===== config.mk =====
export PLATFORM = sky130hd
export DESIGN_NAME = afm_isqrt
export DESIGN_NICKNAME = d
export VERILOG_FILES = /design/src/sv/assert_macros.svh /design/src/sv/afm_isqrt.sv
export SDC_FILE = /design/constraint.sdc
export NUM_CORES = 1
export LEC_CHECK = 0
export BUFFER_PORTS_ARGS = -buffer_cell sky130_fd_sc_hd__buf_2
export CAP_MARGIN = 10
export CORE_MARGIN = 4
export CORE_UTILIZATION = 55
export DETAILED_ROUTE_END_ITERATION = 10
export PLACE_DENSITY = 0.8
export SLEW_MARGIN = 40
export SYNTH_ARGS = -nofsm -noshare
export SYNTH_HDL_FRONTEND = slang
export SYNTH_SLANG_ARGS = --single-unit

===== constraint.sdc =====
create_clock -name clk -period 3 [get_ports clk]
set_input_delay 0.9 -clock clk [delete_from_list [all_inputs] [get_ports clk]]
set_output_delay 0.9 -clock clk [all_outputs]
set_load 0.1 [all_outputs]

===== src/sv/assert_macros.svh =====
// Assertion helpers used by the flip angle map core.
`ifndef ASSERT_MACROS_SVH
`define ASSERT_MACROS_SVH

// cond must hold on every clock edge out of reset
`define AFM_CHECK(lbl, cond, msg) \
  lbl: assert property (@(posedge clk) disable iff (rst) (cond)) else $error(msg);

// same-cycle implication
`define AFM_IMPLY(lbl, ante, cons, msg) \
  lbl: assert property (@(posedge clk) disable iff (rst) (ante) |-> (cons)) else $error(msg);

// next-cycle implication
`define AFM_NEXT(lbl, ante, cons, msg) \
  lbl: assert property (@(posedge clk) disable iff (rst) (ante) |=> (cons)) else $error(msg);

`endif


===== src/sv/afm_isqrt.sv =====
`timescale 1ns / 1ps
// ----------------------------------------------------------------------------
// afm_isqrt
// Pipelined integer square root, one root bit per stage, with side tag.
// ----------------------------------------------------------------------------
module afm_isqrt #(
  parameter int IN_W  = 32,
  parameter int LANES = 1,
  parameter int TAG_W = 1
) (
  input  logic                             clk,
  input  logic                             rst,
  input  logic                             in_valid,
  input  logic [LANES-1:0][IN_W-1:0]       in_val,
  input  logic [TAG_W-1:0]                 in_tag,
  output logic                             out_valid,
  output logic [LANES-1:0][IN_W/2-1:0]     out_root,
  output logic [TAG_W-1:0]                 out_tag
);

  localparam int OW = IN_W / 2;
  localparam int RW = OW + 3;

  logic                         vld  [0:OW];
  logic [LANES-1:0][IN_W-1:0]   val  [0:OW];
  logic [LANES-1:0][RW-1:0]     rem  [0:OW];
  logic [LANES-1:0][OW-1:0]     root [0:OW];
  logic [TAG_W-1:0]             tag  [0:OW];

  assign vld[0]  = in_valid;
  assign val[0]  = in_val;
  assign rem[0]  = '0;
  assign root[0] = '0;
  assign tag[0]  = in_tag;

  for (genvar k = 0; k < OW; k++) begin : g_stage
    logic [LANES-1:0][RW-1:0] cat;
    logic [LANES-1:0][RW-1:0] trial;
    logic [LANES-1:0]         ge;

    always_comb begin
      for (int l = 0; l < LANES; l++) begin
        cat[l]   = {rem[k][l][RW-3:0], val[k][l][IN_W-1 -: 2]};
        trial[l] = RW'({root[k][l], 2'b01});
        ge[l]    = cat[l] >= trial[l];
      end
    end

    always_ff @(posedge clk) begin
      if (rst) begin
        vld[k+1] <= 1'b0;
      end else begin
        vld[k+1] <= vld[k];
      end
    end

    always_ff @(posedge clk) begin
      for (int l = 0; l < LANES; l++) begin
        rem[k+1][l]  <= ge[l] ? (cat[l] - trial[l]) : cat[l];
        root[k+1][l] <= {root[k][l][OW-2:0], ge[l]};
        val[k+1][l]  <= val[k][l] << 2;
      end
      tag[k+1] <= tag[k];
    end
  end

  assign out_valid = vld[OW];
  assign out_root  = root[OW];
  assign out_tag   = tag[OW];

endmodule


==> qor.csv <==
stage,metric,value,unit
logic_synthesis,"FFs w/ async S/R, synth",0,
timing,Final Cycle Share,0.926,
logic_synthesis,cells after synthesis,2183,
floorplan,row cnt,74,
clocking,clk slew on worst S/H paths,70,ps
logic_synthesis,"FF+latch count, synth",645,
run,max-cap viol count,0,
logic_synthesis,syn_area_per_cell,10.5,sq um
logic_synthesis,"Net Count, Synth",2371,
hold_path,min-delay src,val[368],
logic_synthesis,synthesized area,23000,sq um
hold_path,Hold WC Path Type,flop to flop,
floorplan,Initial Util,0.559,
power,Max rail drop VDD,0.629,mV
worst_setup_path,worst-path fanout max,17,
worst_setup_path,reg2reg start,g_stage[14].trial[3],
timing,RSZ-0062 raised after global routing,no,
worst_setup_path,CP peak stage delay,380,ps
timing,Achievable Freq,360,MHz
logic_synthesis,sequential area share after synthesis,0.562,
place,PortBufs,53,
layout,"Net count, final",2485,
floorplan,die width,212,um
timing,relative slew slack,0.470,
grt,initial antenna violation count,0,
logic_synthesis,cell taking the most area after synthesis,dfxtp_1,
place,GPL Wtd Cong,0.929,
timing,Final Setup Violations,0,
worst_setup_path,CP endpoint kind,flop,
worst_setup_path,CP Launch Type,flop,
logic_synthesis,most common cell in the synthesized netlist,dfxtp_1,
layout,ant diodes,0,
clocking,"Hold-fix buffers, CTS",0,
clocking,total CTS buffers,60,
layout,layout cell share with drive strength beyond 1,0.0980,
timing,worst-margin pin slew,785,ps
logic_synthesis,Synth area leaders,"dfxtp_1 56%, ha_1 8.3%, xor2_1 3.4%",
power,Power Density,910,nW/um^2
floorplan,IO Count,54,
clocking,Worst-Skew Late Latency,620,ps
clocking,CTS tree,built,
worst_setup_path,RR Endpoint,g_stage[15].cat[4],
floorplan,Vert. Die Dim,212,um
timing,Final Critical Period,2780,ps
worst_setup_path,WP data required,3510,ps
worst_setup_path,slack of the worst reg-to-reg path,220,ps
detailed_routing,DR pass1 iterations,5,
power,leakage power,12.2,nW
place,Final HPWL DP,31200,um
timing,Fin. Hold Viols,0,
logic_synthesis,Post-synth EDFFs,0,
timing,Final Max Tran Viols,0,
worst_setup_path,crit path cell chain,inv_1 -> ha_1 -> o21a_1 -> o2bb2ai_1 -> o2111ai_1 -> a311oi_2 -> nor2b_1 -> nor2_4 -> buf_12 -> mux2_2,
timing,Hold WS,322,ps
detailed_routing,DRC Markers,0,
grt,gr ovfl total,0,
logic_synthesis,Synth top cells by count,"645 x dfxtp_1, 185 x inv_1, 152 x ha_1, 144 x nor2_1, 127 x a21oi_1",
clocking,root buf cell,clkbuf_16,
worst_setup_path,Worst Path Arrival,3290,ps
grt,global-route wire length before repair,70700,um
grt,largest net degree at the start of global routing,19,
worst_setup_path,worst reg2reg path depth,10,
detailed_routing,routed len/inst,14.8,um
layout,Area Growth Syn to Fin,13.7,%
worst_setup_path,Critical path origin,g_stage[14].trial[3],
run_status,status,"complete, no violations",
power,Pwr Total,0.0238,W
logic_synthesis,Synth Flop Type,dfxtp_1,
floorplan,Core Area,41100,sq um
clocking,clock buffer depth,3,
detailed_routing,vias post-DR,15200,
floorplan,die footprint,45100,sq um
detailed_routing,Via density,5.28,
detailed_routing,drt first-iter violations,925,
detailed_routing,Antenna Nets Post-Route,0,
logic_synthesis,total number of yosys warnings,0,
timing,worst clock skew,28.8,ps
detailed_routing,Routed WL,42500,um
worst_setup_path,Crit Path Category,flop to flop,
logic_synthesis,share of the synthesized area in the top cell type,0.562,
grt,vias in the first global route,14800,
clocking,# H-tree levels,2,
timing,Setup TNS Final,0,ps
grt,GRT Total Usage,0.188,
logic_synthesis,Synth cell types,83,
clocking,clock tree sinks,645,
worst_setup_path,"Slowest-stage cell, CP",a311oi_2,
worst_setup_path,crit path capture,g_stage[15].cat[4],
## stage by stage
stage	utilization	cells	setup slack [ps]	cell area [sq um]
CTS	0.634	2874	153	26100
global route	0.635	2878	36.9	26100
global placement	0.583	2763	200	24000
detailed placement	0.583	2763	173	24000
floorplan	-	2183	483	23000
finish	0.635	2878	223	26100
## worst max-delay path: cells and delay by family (launching register included)
family                   cells  cell delay (ps)
AO/OA/AOI/OAI                4             1130
adder cells (fa/ha/maj)      1              340
buffers and inverters        2              220
flip-flops                   1              360
multiplexers                 1              350
AND/OR/NAND/NOR              2              250
## sequential cells by signal, indices dropped and copies added, names as in the netlist
| name | flops |
|---|---|
| vld | 15 |
| tag | 15 |
| val | 210 |
| out_valid | 1 |
| g_stage.cat | 267 |
| out_tag | 1 |
| out_root | 16 |
| g_stage.trial | 120 |
## per-layer routing
metal  share of wire  GRT usage
met2            0.47      0.317
met4           0.023     0.0629
met5               0          0
met3           0.050     0.0339
met1            0.45      0.245
## final cells by class
class	count	area (sq um)
Sequential cell	645	12900
Timing Repair Buffer	87	533
Multi-Input combinational cell	1315	9200
Clock buffer	78	1660
Tap cell	532	666
Inverter	188	706
Fill cell	3205	15000
Clock inverter	33	445
## worst min path at each step
| stage | end | slack, ps | cells past startpoint |
|---|---|---|---|
| 6_report | val[338] | 320 | 0 |
| 5_1_grt | val[460] | 330 | 0 |
| 4_1_cts | val[482] | 320 | 1 |
| 3_5_place_dp | tag[13] | 310 | 0 |
| 3_3_place_gp | val[378] | 310 | 0 |
| 2_1_floorplan | g_stage[10].cat[0] | 310 | 0 |
## placed cells by master, fill, tap and decap left out, types with 53 or more instances in the layout
cell,netlist,routed
a21oi_1,127,127
buf_2,11,53
clkbuf_16,0,60
dfxtp_1,645,645
ha_1,152,152
inv_1,185,185
nand2_1,107,107
nor2_1,144,144
nor3_1,56,56
o21ai_0,75,75
xnor2_1,73,73
xor2_1,90,90
## where the power goes
part	internal (W)	total [W]	switching (W)
logic	0.00225	0.00492	0.00267
clock network	0.00454	0.00775	0.00321
registers	0.0101	0.0111	0.00102
## repair_timing
action,CTS,global route
gates resized for setup,0,2
buffers inserted,0,3
setup endpoints to repair,0,22
## cells by family (layout without fill, tap and decap cells)
| family | Yosys count | count (layout) | synth area share |
|---|---|---|---|
| fa+ha+maj | 152 | 152 | 0.0828 |
| mux | 38 | 38 | 0.0181 |
| xor+xnor | 163 | 163 | 0.0621 |
| simple gates | 558 | 558 | 0.125 |
| other cells | 1 | 1 | 0.000163 |
| buf+inv | 223 | 386 | 0.0383 |
| compound gates | 403 | 403 | 0.112 |
| flops | 645 | 645 | 0.562 |
Note: power is estimated with default switching activity, not from simulation.
